`config.mk`:
```
export PLATFORM = sky130hd
export DESIGN_NAME = call_session_tracker_core
export DESIGN_NICKNAME = d
export VERILOG_FILES = /design/src/sv/cst_pkg.sv /design/src/sv/cst_step.sv /design/src/sv/cst_out.sv /design/src/sv/call_session_tracker_core.sv
export SDC_FILE = /design/constraint.sdc
export NUM_CORES = 2
export LEC_CHECK = 0
export CAP_MARGIN = 10
export CORE_MARGIN = 5
export CORE_UTILIZATION = 40
export DETAILED_ROUTE_END_ITERATION = 7
export DONT_BUFFER_PORTS = 1
export SYNTH_ARGS = -nofsm -noshare
export SYNTH_HDL_FRONTEND = slang
export SYNTH_SLANG_ARGS = --single-unit
```
`constraint.sdc`:
```
create_clock -name clk_i -period 13.8 [get_ports clk_i]
set_clock_uncertainty 0.15 [all_clocks]
set_input_delay 0.69 -clock clk_i [delete_from_list [all_inputs] [get_ports clk_i]]
set_output_delay 0.69 -clock clk_i [all_outputs]
set_load 0.01 [all_outputs]
```
`src/sv/cst_pkg.sv`:
```
`default_nettype none

package cst_pkg;

  localparam int AddrW = 48;
  localparam int GenW  = 64;
  localparam int TimeW = 64;

  // Commands
  localparam logic [2:0] CMD_APPLY     = 3'd0;
  localparam logic [2:0] CMD_APPLY_GEN = 3'd1;
  localparam logic [2:0] CMD_ABORT     = 3'd2;
  localparam logic [2:0] CMD_PICK      = 3'd3;
  localparam logic [2:0] CMD_PREEMPT   = 3'd4;

  // Event types
  localparam logic [2:0] EVT_PREVIEW   = 3'd0;
  localparam logic [2:0] EVT_INCOMING  = 3'd1;
  localparam logic [2:0] EVT_ESTABLISH = 3'd2;
  localparam logic [2:0] EVT_HANGUP    = 3'd3;
  localparam logic [2:0] EVT_UNLOCK    = 3'd4;

  // Session states
  localparam logic [2:0] ST_IDLE    = 3'd0;
  localparam logic [2:0] ST_PREVIEW = 3'd1;
  localparam logic [2:0] ST_RINGING = 3'd2;
  localparam logic [2:0] ST_TALKING = 3'd3;
  localparam logic [2:0] ST_ENDED   = 3'd4;

  // Result event kinds
  localparam logic [1:0] KIND_NONE     = 2'd0;
  localparam logic [1:0] KIND_HANGUP   = 2'd1;
  localparam logic [1:0] KIND_INCOMING = 2'd2;

  // Pick frame constants
  localparam logic [7:0]  PICK_FAMILY     = 8'd3;
  localparam logic [7:0]  PICK_OP_LOCAL   = 8'h03;
  localparam logic [7:0]  PICK_OP_PEER    = 8'h83;
  localparam logic [15:0] PICK_PAYLOAD_LEN = 16'd7;

  localparam logic        STATUS_OK      = 1'b0;
  localparam logic        STATUS_INVALID = 1'b1;

  typedef struct packed {
    logic [2:0]       command;
    logic [2:0]       event_type;
    logic [GenW-1:0]  expected_gen;
    logic [AddrW-1:0] source_addr;
    logic [AddrW-1:0] dest_addr;
    logic [AddrW-1:0] local_addr;
    logic [7:0]       frame_family;
    logic [7:0]       frame_opcode;
    logic [15:0]      payload_len;
    logic [TimeW-1:0] now_time;
    logic [TimeW-1:0] window_len;
    logic             preempt_allowed;
  } item_t;

  typedef struct packed {
    logic [2:0]       state;
    logic [GenW-1:0]  gen;
    logic [AddrW-1:0] peer;
    logic [GenW-1:0]  pick_gen;
    logic [TimeW-1:0] pick_start;
    logic [TimeW-1:0] pick_window;
    logic [AddrW-1:0] pick_addr;
  } sess_t;

  // One record per input item; a successful preempt record expands to two transfers.
  typedef struct packed {
    logic             status;
    logic             ended;
    logic [2:0]       state_now;
    logic [GenW-1:0]  gen_now;
    logic             pair;
    logic [AddrW-1:0] old_peer;
    logic [GenW-1:0]  old_gen;
    logic [AddrW-1:0] new_peer;
    logic [TimeW-1:0] ring;
  } rec_t;

endpackage

`default_nettype wire

```
`src/sv/cst_step.sv`:
```
`default_nettype none

module cst_step (
  input  cst_pkg::item_t item_i,
  input  cst_pkg::sess_t sess_i,
  output cst_pkg::sess_t sess_o,
  output cst_pkg::rec_t  rec_o
);
  import cst_pkg::*;

  logic            active;
  logic            dormant;
  logic            in_win;
  logic [TimeW-1:0] elapsed;
  logic [GenW-1:0] gen_inc;
  logic [GenW-1:0] gen_begin;
  logic            gen_match;
  logic            ok;
  logic            ended;
  logic            pair;
  logic            apply_ok;
  sess_t           apply_s;
  sess_t           nxt;

  always_comb begin
    active    = sess_i.state inside {ST_PREVIEW, ST_RINGING, ST_TALKING};
    dormant   = (sess_i.state == ST_IDLE) || (sess_i.state == ST_ENDED);
    elapsed   = item_i.now_time - sess_i.pick_start;
    in_win    = (item_i.now_time >= sess_i.pick_start) && (elapsed < sess_i.pick_window);
    gen_inc   = sess_i.gen + GenW'(1);
    gen_begin = (gen_inc == '0) ? GenW'(1) : gen_inc;
    gen_match = (item_i.expected_gen != '0) && (item_i.expected_gen == sess_i.gen);
  end

  // Event application, shared by plain and generation-checked apply.
  always_comb begin
    apply_s  = sess_i;
    apply_ok = 1'b0;
    if (active && (sess_i.peer != item_i.source_addr)) begin
      apply_ok = 1'b0;
    end else if (dormant && (item_i.event_type == EVT_PREVIEW ||
                             item_i.event_type == EVT_INCOMING)) begin
      apply_ok         = 1'b1;
      apply_s.gen      = gen_begin;
      apply_s.pick_gen = '0;
      apply_s.peer     = item_i.source_addr;
      apply_s.state    = (item_i.event_type == EVT_PREVIEW) ? ST_PREVIEW : ST_RINGING;
    end else if ((sess_i.state == ST_PREVIEW || sess_i.state == ST_RINGING) &&
                 item_i.event_type == EVT_ESTABLISH) begin
      apply_ok      = 1'b1;
      apply_s.state = ST_TALKING;
    end else if (active && item_i.event_type == EVT_HANGUP) begin
      apply_ok         = 1'b1;
      apply_s.state    = ST_ENDED;
      apply_s.pick_gen = '0;
    end else if (sess_i.state == ST_RINGING && item_i.event_type == EVT_INCOMING) begin
      apply_ok = 1'b1;
    end else if (active && item_i.event_type == EVT_UNLOCK) begin
      apply_ok = 1'b1;
    end
  end

  always_comb begin
    nxt   = sess_i;
    ok    = 1'b0;
    ended = 1'b0;
    pair  = 1'b0;
    case (item_i.command)
      CMD_APPLY: begin
        ok  = apply_ok;
        nxt = apply_s;
      end
      CMD_APPLY_GEN: begin
        if (gen_match) begin
          ok  = apply_ok;
          nxt = apply_s;
        end
      end
      CMD_ABORT: begin
        ok = 1'b1;
        if (active) begin
          ended           = 1'b1;
          nxt.state       = ST_ENDED;
          nxt.pick_gen    = '0;
          nxt.pick_start  = '0;
          nxt.pick_window = '0;
          nxt.pick_addr   = '0;
        end
      end
      CMD_PICK: begin
        if (item_i.window_len != '0 && sess_i.gen != '0 &&
            (sess_i.state == ST_RINGING || sess_i.state == ST_PREVIEW) &&
            item_i.frame_family == PICK_FAMILY &&
            item_i.payload_len == PICK_PAYLOAD_LEN) begin
          if (item_i.frame_opcode == PICK_OP_LOCAL) begin
            if (item_i.source_addr == item_i.local_addr &&
                item_i.dest_addr == sess_i.peer) begin
              if (sess_i.pick_gen == sess_i.gen) begin
                // retransmission: the original window stands
                ok = in_win;
              end else begin
                ok              = 1'b1;
                nxt.pick_gen    = sess_i.gen;
                nxt.pick_start  = item_i.now_time;
                nxt.pick_window = item_i.window_len;
                nxt.pick_addr   = item_i.local_addr;
              end
            end
          end else if (item_i.frame_opcode == PICK_OP_PEER &&
                       item_i.source_addr == sess_i.peer &&
                       item_i.dest_addr == item_i.local_addr &&
                       sess_i.pick_addr == item_i.local_addr &&
                       sess_i.pick_gen == sess_i.gen) begin
            nxt.pick_gen = '0;
            if (in_win) begin
              ok        = 1'b1;
              nxt.state = ST_TALKING;
            end
          end
        end
      end
      CMD_PREEMPT: begin
        if (sess_i.state == ST_RINGING && gen_match && sess_i.gen != '1 &&
            sess_i.peer != item_i.source_addr && item_i.preempt_allowed) begin
          ok              = 1'b1;
          pair            = 1'b1;
          nxt.peer        = item_i.source_addr;
          nxt.gen         = gen_inc;
          nxt.pick_gen    = '0;
          nxt.pick_start  = '0;
          nxt.pick_window = '0;
          nxt.pick_addr   = '0;
        end
      end
      default: begin
        ok = 1'b0;
      end
    endcase
  end

  assign sess_o = nxt;

  always_comb begin
    rec_o.status    = ok ? STATUS_OK : STATUS_INVALID;
    rec_o.ended     = ended;
    rec_o.state_now = nxt.state;
    rec_o.gen_now   = nxt.gen;
    rec_o.pair      = pair;
    rec_o.old_peer  = sess_i.peer;
    rec_o.old_gen   = sess_i.gen;
    rec_o.new_peer  = item_i.source_addr;
    rec_o.ring      = item_i.now_time;
  end

endmodule

`default_nettype wire

```
`src/sv/cst_out.sv`:
```
`default_nettype none

module cst_out (
  input  logic                         clk_i,
  input  logic                         rst_ni,
  input  logic                         load_i,
  input  cst_pkg::rec_t                rec_i,
  output logic                         ready_o,
  output logic                         out_valid_o,
  input  logic                         out_stall_i,
  output logic                         status_o,
  output logic                         ended_flag_o,
  output logic [2:0]                   state_now_o,
  output logic [cst_pkg::GenW-1:0]     gen_now_o,
  output logic [1:0]                   event_kind_o,
  output logic [cst_pkg::AddrW-1:0]    event_peer_o,
  output logic [cst_pkg::GenW-1:0]     event_gen_o,
  output logic [cst_pkg::TimeW-1:0]    ring_start_o,
  output logic                         last_o
);
  import cst_pkg::*;

  rec_t rec_q;
  logic vld_q;
  logic beat_q;
  logic pop;
  logic done;

  assign pop     = vld_q && !out_stall_i;
  assign done    = pop && (!rec_q.pair || beat_q);
  assign ready_o = !vld_q || done;

  always_ff @(posedge clk_i or negedge rst_ni) begin
    if (!rst_ni) begin
      vld_q  <= 1'b0;
      beat_q <= 1'b0;
    end else if (load_i) begin
      vld_q  <= 1'b1;
      beat_q <= 1'b0;
    end else if (done) begin
      vld_q  <= 1'b0;
      beat_q <= 1'b0;
    end else if (pop) begin
      beat_q <= 1'b1;
    end
  end

  always_ff @(posedge clk_i) begin
    if (load_i) begin
      rec_q <= rec_i;
    end
  end

  always_comb begin
    out_valid_o  = vld_q;
    status_o     = rec_q.status;
    ended_flag_o = rec_q.ended;
    state_now_o  = rec_q.state_now;
    gen_now_o    = rec_q.gen_now;
    last_o       = !rec_q.pair || beat_q;
    if (rec_q.pair) begin
      event_kind_o = beat_q ? KIND_INCOMING : KIND_HANGUP;
      event_peer_o = beat_q ? rec_q.new_peer : rec_q.old_peer;
      event_gen_o  = beat_q ? rec_q.gen_now : rec_q.old_gen;
      ring_start_o = rec_q.ring;
    end else begin
      event_kind_o = KIND_NONE;
      event_peer_o = '0;
      event_gen_o  = '0;
      ring_start_o = '0;
    end
  end

endmodule

`default_nettype wire

```
`src/sv/call_session_tracker_core.sv`:
```
// Call session tracker: follows one intercom call through idle, preview,
// ringing, talking and ended, with its generation, peer and pick window.
//
// Input channel: in_valid_i / in_stall_o with one port per command field.
// An item transfers at a rising edge with in_valid_i high and in_stall_o low.
// Output channel: out_valid_o / out_stall_i; a transfer happens with
// out_valid_o high and out_stall_i low. last_o marks the final result of
// an item.
//
// An item lands in the input register; once the result register can take it,
// the step logic updates the session registers and loads the result register
// on the same edge, and its first result shows from the result register.
// Throughput: one item per cycle while the receiver does not stall. A
// successful preempt yields two results (hangup, then incoming call) from one
// result register, which holds the input side until the second result
// transfers; the result register is the limit.
// When the receiver stalls, the result register holds its value; the input
// register takes one more item only if it is empty, then in_stall_o rises.
// Reset clears the session to idle with generation, peer and pick window zero.
`default_nettype none

module call_session_tracker_core (
  input  logic                         clk_i,
  input  logic                         rst_ni,
  input  logic                         in_valid_i,
  output logic                         in_stall_o,
  input  logic [2:0]                   command_i,
  input  logic [2:0]                   event_type_i,
  input  logic [cst_pkg::GenW-1:0]     expected_gen_i,
  input  logic [cst_pkg::AddrW-1:0]    source_addr_i,
  input  logic [cst_pkg::AddrW-1:0]    dest_addr_i,
  input  logic [cst_pkg::AddrW-1:0]    local_addr_i,
  input  logic [7:0]                   frame_family_i,
  input  logic [7:0]                   frame_opcode_i,
  input  logic [15:0]                  payload_len_i,
  input  logic [cst_pkg::TimeW-1:0]    now_time_i,
  input  logic [cst_pkg::TimeW-1:0]    window_len_i,
  input  logic                         preempt_allowed_i,
  output logic                         out_valid_o,
  input  logic                         out_stall_i,
  output logic                         status_o,
  output logic                         ended_flag_o,
  output logic [2:0]                   state_now_o,
  output logic [cst_pkg::GenW-1:0]     gen_now_o,
  output logic [1:0]                   event_kind_o,
  output logic [cst_pkg::AddrW-1:0]    event_peer_o,
  output logic [cst_pkg::GenW-1:0]     event_gen_o,
  output logic [cst_pkg::TimeW-1:0]    ring_start_o,
  output logic                         last_o
);
  import cst_pkg::*;

  item_t item_q;
  logic  in_vld_q;
  sess_t sess_q;
  sess_t sess_d;
  rec_t  rec;
  logic  out_ready;
  logic  advance;

  // Advance the held item once the result register can take it.
  assign advance    = in_vld_q && out_ready;
  assign in_stall_o = in_vld_q && !out_ready;

  always_ff @(posedge clk_i or negedge rst_ni) begin
    if (!rst_ni) begin
      in_vld_q <= 1'b0;
    end else if (!in_stall_o) begin
      in_vld_q <= in_valid_i;
    end
  end

  always_ff @(posedge clk_i) begin
    if (!in_stall_o && in_valid_i) begin
      item_q.command         <= command_i;
      item_q.event_type      <= event_type_i;
      item_q.expected_gen    <= expected_gen_i;
      item_q.source_addr     <= source_addr_i;
      item_q.dest_addr       <= dest_addr_i;
      item_q.local_addr      <= local_addr_i;
      item_q.frame_family    <= frame_family_i;
      item_q.frame_opcode    <= frame_opcode_i;
      item_q.payload_len     <= payload_len_i;
      item_q.now_time        <= now_time_i;
      item_q.window_len      <= window_len_i;
      item_q.preempt_allowed <= preempt_allowed_i;
    end
  end

  cst_step u_step (
    .item_i (item_q),
    .sess_i (sess_q),
    .sess_o (sess_d),
    .rec_o  (rec)
  );

  // Commit the session update together with the result load.
  always_ff @(posedge clk_i or negedge rst_ni) begin
    if (!rst_ni) begin
      sess_q.state       <= ST_IDLE;
      sess_q.gen         <= '0;
      sess_q.peer        <= '0;
      sess_q.pick_gen    <= '0;
      sess_q.pick_start  <= '0;
      sess_q.pick_window <= '0;
      sess_q.pick_addr   <= '0;
    end else if (advance) begin
      sess_q <= sess_d;
    end
  end

  cst_out u_out (
    .clk_i        (clk_i),
    .rst_ni       (rst_ni),
    .load_i       (advance),
    .rec_i        (rec),
    .ready_o      (out_ready),
    .out_valid_o  (out_valid_o),
    .out_stall_i  (out_stall_i),
    .status_o     (status_o),
    .ended_flag_o (ended_flag_o),
    .state_now_o  (state_now_o),
    .gen_now_o    (gen_now_o),
    .event_kind_o (event_kind_o),
    .event_peer_o (event_peer_o),
    .event_gen_o  (event_gen_o),
    .ring_start_o (ring_start_o),
    .last_o       (last_o)
  );

`ifndef SYNTHESIS
  // A hangup result of a preempt is always followed by its incoming-call result.
  assert property (@(posedge clk_i) disable iff (!rst_ni)
    out_valid_o && !out_stall_i && !last_o |=>
      out_valid_o && (event_kind_o == KIND_INCOMING) && last_o)
    else $error("preempt second result missing");

  // Any session that has left idle carries a nonzero generation.
  assert property (@(posedge clk_i) disable iff (!rst_ni)
    (sess_q.state != ST_IDLE) |-> (sess_q.gen != '0))
    else $error("active or ended session with zero generation");

  // A session update only happens when its result is loaded.
  assert property (@(posedge clk_i) disable iff (!rst_ni)
    !advance |=> $stable(sess_q))
    else $error("session changed without an item");
`endif

endmodule

`default_nettype wire
```
# Word-level counts from Yosys, hierarchy flattened
# Cells that the tools add are included.
dict set report totals {
  in_bits 379
  elab_cells 180
  ff_bits 1027
}
dict set report op_classes {
  eq_ne 35
  add_sub_neg 2
  n_mux 56
  n_lt_le_gt_ge 2
  n_bitwise 2
  n_reduce_logical 52
}
# operator n
set op_table {}
lappend op_table {{$pmux W240 S5} 1}
lappend op_table {{$mux W240} 4}
lappend op_table {{$mux W64} 9}
lappend op_table {{$mux W355} 1}
lappend op_table {{$mux W352} 1}
lappend op_table {{$pmux W112 S3} 1}
lappend op_table {{$eq A48 B48 Y1} 5}
lappend op_table {{$reduce_bool A64 Y1} 3}
lappend op_table {{$mux W179} 1}
lappend op_table {{$mux W176} 1}
lappend op_table {{$eq A64 B64 Y1} 2}
lappend op_table {{$mux W112} 1}
lappend op_table {{$mux W48} 2}
lappend op_table {{$add A64 B1 Y64 const B} 1}
lappend op_table {{$ge A64 B64 Y1} 1}
lappend op_table {{$logic_not A64 Y1} 1}
lappend op_table {{$lt A64 B64 Y1} 1}
lappend op_table {{$ne A64 B64 Y1 const B} 1}
lappend op_table {{$sub A64 B64 Y64} 1}
lappend op_table {{$ne A48 B48 Y1} 1}
lappend op_table {{$logic_and A1 B1 Y1} 26}
lappend op_table {{$mux W3} 8}
lappend op_table {{$mux W1} 21}
lappend op_table {{$eq A3 B2 Y1 const B} 6}
lappend op_table {{other kinds (22)} 49}

# Logic depth before layout (Yosys ltp)
dict set report depth {
  word_depth 12
  depth_mapped 24
  depth_no_buf 24
}

# Modules after synthesis
# Synthesis repeated with hierarchy kept, for this count alone.
dict set report unflattened {
  hier_cells 4559
  hier_area_um2 56915.8
}
# module cells_per_inst n_inst seq_area_each_um2 area_per_inst_um2
set modules_own_cells {}
lappend modules_own_cells {call_session_tracker_core 1131 1 20169.3 26205.1}
lappend modules_own_cells {cst_step 2737 1 0.0 18865.6}
lappend modules_own_cells {cst_out 691 1 8878.5 11845.1}

# Worst setup path after synthesis
# OpenSTA, ideal clock, no wires.
dict set report synth_path {
  path_kind {register -> register}
  from {register u_out.beat_q}
  to {register item_q[0] (netlist name), enable pin}
  t_required_ns 12.867
  stages_incl_launch_ff 7
  path_slack_ns 3.230
  period_less_slack_ns 10.570
  setup_time_ns 0.783
  n_path_buf 1
  arrival_ns 9.637
  cell_sequence {dfrtp_1 clkbuf_1 nand2b_1 inv_1 o21ai_0 or2_2 and2_1}
}
dict set report synth_between {
  elab_chain_cells 7
}
# item line_no
set synth_rtl {}
lappend synth_rtl {{start, declared} cst_out.sv:25} ;# logic beat_q;
lappend synth_rtl {{start signal, assigned} cst_out.sv:36} ;# beat_q <= 1'b0;
lappend synth_rtl {{start signal, assigned} cst_out.sv:39} ;# beat_q <= 1'b0;
lappend synth_rtl {{start signal, assigned} cst_out.sv:42} ;# beat_q <= 1'b0;
lappend synth_rtl {{$logic_or A1 B1 Y1} --}
lappend synth_rtl {{via last_o} call_session_tracker_core.sv:49} ;# output logic last_o
lappend synth_rtl {{$logic_and A1 B1 Y1} cst_out.sv:30} ;# assign done = pop && (!rec_q.pair || beat_q);
lappend synth_rtl {{$logic_or A1 B1 Y1} cst_out.sv:31} ;# assign ready_o = !vld_q || done;
lappend synth_rtl {{$logic_not A1 Y1} call_session_tracker_core.sv:63} ;# assign in_stall_o = in_vld_q && !out_ready;
lappend synth_rtl {{$logic_and A1 B1 Y1} call_session_tracker_core.sv:63}
lappend synth_rtl {{$logic_not A1 Y1} call_session_tracker_core.sv:74} ;# if (!in_stall_o && in_valid_i) begin
lappend synth_rtl {{$logic_and A1 B1 Y1} call_session_tracker_core.sv:74}
lappend synth_rtl {{end, declared} call_session_tracker_core.sv:53} ;# item_t item_q;
# The timed path passes the listed nets, and every way through them passes these cells.
# A chain may end at the register's enable or synchronous reset.

==> qor.yml <==
postRouteAntennaNets: 0
synth_seq_cells: 1027
nets: 5347
htree_levels: 3
routed_via_density: 5.69
combPwrFrac_pct: 20.8
grt_use_total_pct: 24.9
core-area_mm2: 0.127
start_kind: "flop"
cts_num_sinks: 1027
port_buffers: 0
p_clk_share_pct: 34.1
power.density_mw_per_mm2: 158
fillCellCount: 11500
synth_area_per_cell_um2: 11.0
leakagePower_nw: 21.8
cts_buffer_depth: 3
wl_met1_um: 73100
clock-root-buffer: "clkbuf_16"
drt_pass1_iterations: 6
synthesis.area_mm2: 0.0511
grt_max_degree: 359
timing.fmax_ghz: 0.151
io_pins: 629
rsz0062_at_grt: "no"
initial_core_util_pct: 40.1
wl_met3_um: 16100
whs_ps: 309
final-hold-violation-count: 0
post_drt_wl_per_cell_um: 26.3
ys_warn_count: 0
gp_congestion: 0.969
hold_path_class: "in -> reg"
synth_edf_count: 669
clkLatencyLatePin_ps: 760
drive_above_1_share_pct: 5.71
yosysSeqAreaShare_pct: 56.8
row_count: 131
drt_wl_total_um: 174000
cts_made_buffers: 114
slew_headroom_pct: 17.1
critPathMaxFanout: 3
crit_arrival_ps: 6980
grt_pass1_wl_um: 252000
grt_pass1_vias: 36600
routed-wl-met2_um: 79000
layout_worst_path_cycle_share_pct: 48.1
synth.distinct_cells: 82
vias: 37700
p_int_w: 0.00642
drc_errors: 0
synthesis.nets: 5149
p_seq_share_pct: 45.1
status: "finished, final reports clean"
cts_tree: "done"
post-dp-hpwl_um: 127000
die_w_um: 368
swShare_pct: 32.1
finalPower_w: 0.00945
drtIter0Drc: 4250
period_minus_slack_ps: 6640
tightest_slew_ps: 1230
clk_pin_slew_worst_paths_ps: 60
route.top_layer_used: "met5"
tns_ps: 0
async_reset_ff_share_pct: 34.9
worstSetupEndpointType: "flop"
worst-setup-path-type: "reg -> reg"
peakVddDrop_mv: 0.140
area_growth_pct: 17.0
power.switching_w: 0.00303
slew_viol_final: 0
synth_cells: 4640
die_h_um: 368
cap_viol_max_count: 0
setup_viol: 0
critPathRequiredTime_ps: 14150
grt_overflow_total: 0
grt_antenna_before_repair: 27
die-area_mm2: 0.135
ys.flop_type: "edfxtp_1"
[per-stage QoR]
stage               instance area [um^2]  std cells  utilization, %  setup slack [ps]
floorplan                          51100       4640               -              3230
global placement                   51900       6003            40.8              7390
detailed placement                 51900       6003            40.8              7180
CTS                                59700       6599            46.9              7170
global route                       59800       6611            46.9              6610
finish                             59800       6624            47.0              7160
[what timing repair did]
action	in CTS	in global routing
resized for setup	0	0
endpoints found under the setup margin	0	0
setup buffers	0	0
hold buffers	378	1
hold endpoints to repair	736	99
[layout make-up]
type / count / area (um^2) / share of cell area, %
clock buffers: 130 / 2990 / 5.00
well taps: 1662 / 2080 / 3.48
flip-flops and latches: 1027 / 29100 / 48.6
inverters: 205 / 777 / 1.30
multi-input cells: 3060 / 19600 / 32.8
repair buffers: 430 / 4230 / 7.08
clock inverters: 88 / 980 / 1.64
diodes: 22 / 55.1 / 0.0921
[kinds of logic after synthesis]
family,Yosys count,synth area share (%)
DFF,1027,56.8
and+or+nand+nor,1531,14.8
xor gates and xnor gates,426,7.30
buffers and inverters,553,4.90
muxes,133,2.60
adders and majority gates,130,3.20
AOI/OAI and AO/OA,840,10.4
[power by group through the flow]
stage,logic (W),registers [W],clock network (W)
finish,0.00197,0.00426,0.00322
global route,0.00217,0.00430,0.00341
CTS,0.00196,0.00425,0.00327
detailed placement,0.00183,0.00431,0
global placement,0.00183,0.00431,0
floorplan,0.00147,0.00410,0
[cell usage after synthesis, types with 15 or more instances]
library cell  instances  area share [%]
a21o_1               72             1.1
a21oi_1             143             1.4
a22o_1               72             1.2
a31oi_1              89             1.1
and2_1               80            0.98
and3_1               41            0.50
buf_1                32            0.23
buf_2                42            0.41
buf_4                78             1.1
clkbuf_1            184             1.4
dfrtp_1             358              18
edfxtp_1            669              39
ha_1                129             3.2
inv_1               204             1.5
mux2i_1             133             2.6
nand2_1             670             4.9
nand2b_1             15            0.18
nand3_1              83            0.81
nand4_1             154             1.9
nor2_1              101            0.74
nor2b_1             126             1.5
nor3_1               66            0.65
nor4_1              114             1.4
o21ai_0             281             2.8
o22ai_1              37            0.45
or3_1                16            0.20
or4_1                20            0.29
xnor2_1             295             5.1
xor2_1              131             2.2
[flip-flops by register name, indices dropped and copies added, names as in the netlist]
register,flops
u_out.status_o,1
u_out.rec_q,225
u_out.gen_now_o,64
u_out.beat_q,1
u_out.state_now_o,3
u_out.ended_flag_o,1
in_vld_q,1
item_q,375
u_out.out_valid_o,1
sess_q,355
[cell usage in the layout, fill, tap and decap left out, types with 41 or more instances in the layout]
cell type,count
a21o_1,72
a21oi_1,142
a22o_1,72
a31oi_1,89
and2_1,79
and3_1,41
buf_4,49
clkbuf_16,114
dfrtp_1,357
dlygate4sd3_1,378
edfxtp_1,669
ha_1,129
inv_1,202
mux2i_1,133
nand2_1,670
nand3_1,83
nand4_1,154
nor2_1,100
nor2b_1,125
nor3_1,66
nor4_1,114
o21ai_0,281
xnor2_1,295
xor2_1,131
[worst paths after layout]
| check | from | end | slack (ps) | cells after the start |
|---|---|---|---|---|
| setup / recovery | item_q[65] | u_out.status_o | 7160 | 24 |
| max in group asynchronous | rst_ni | sess_q[324] | 11750 | 3 |
| setup reg to reg | item_q[65] | u_out.status_o | 7160 | 24 |
| min in group asynchronous | rst_ni | sess_q[113] | 420 | 2 |
| hold reg to reg | sess_q[163] | sess_q[163] | 330 | 2 |
| hold / removal | in_valid_i | item_q[257] | 310 | 1 |
[worst max-delay path, cell delays in order, from the launching register on]
cell and delay (ps):
edfxtp_1 410, inv_1 80, ha_1 170, inv_1 60, fa_1 430, a211oi_1 340
o211ai_1 270, a311o_1 420, o221ai_1 340, o21ai_0 310, a311oi_1 780, nor3_1 210
o21ai_0 290, mux2i_1 230, nor2b_1 70, ha_1 290, a21o_1 160, a21oi_1 130
nor2b_1 50, o21ai_0 160, a21oi_1 90, nor2_1 370, nand4_1 280, a31oi_1 260
a21oi_1 60
[routing by layer]
metal  vias to the layer above  track usage [%]
met5                         -                0
met4                         8             8.69
met3                       303             5.43
met2                      1948             38.9
met1                     18400             34.3
li1                      17000                -
(Power assumes the default switching activity.)
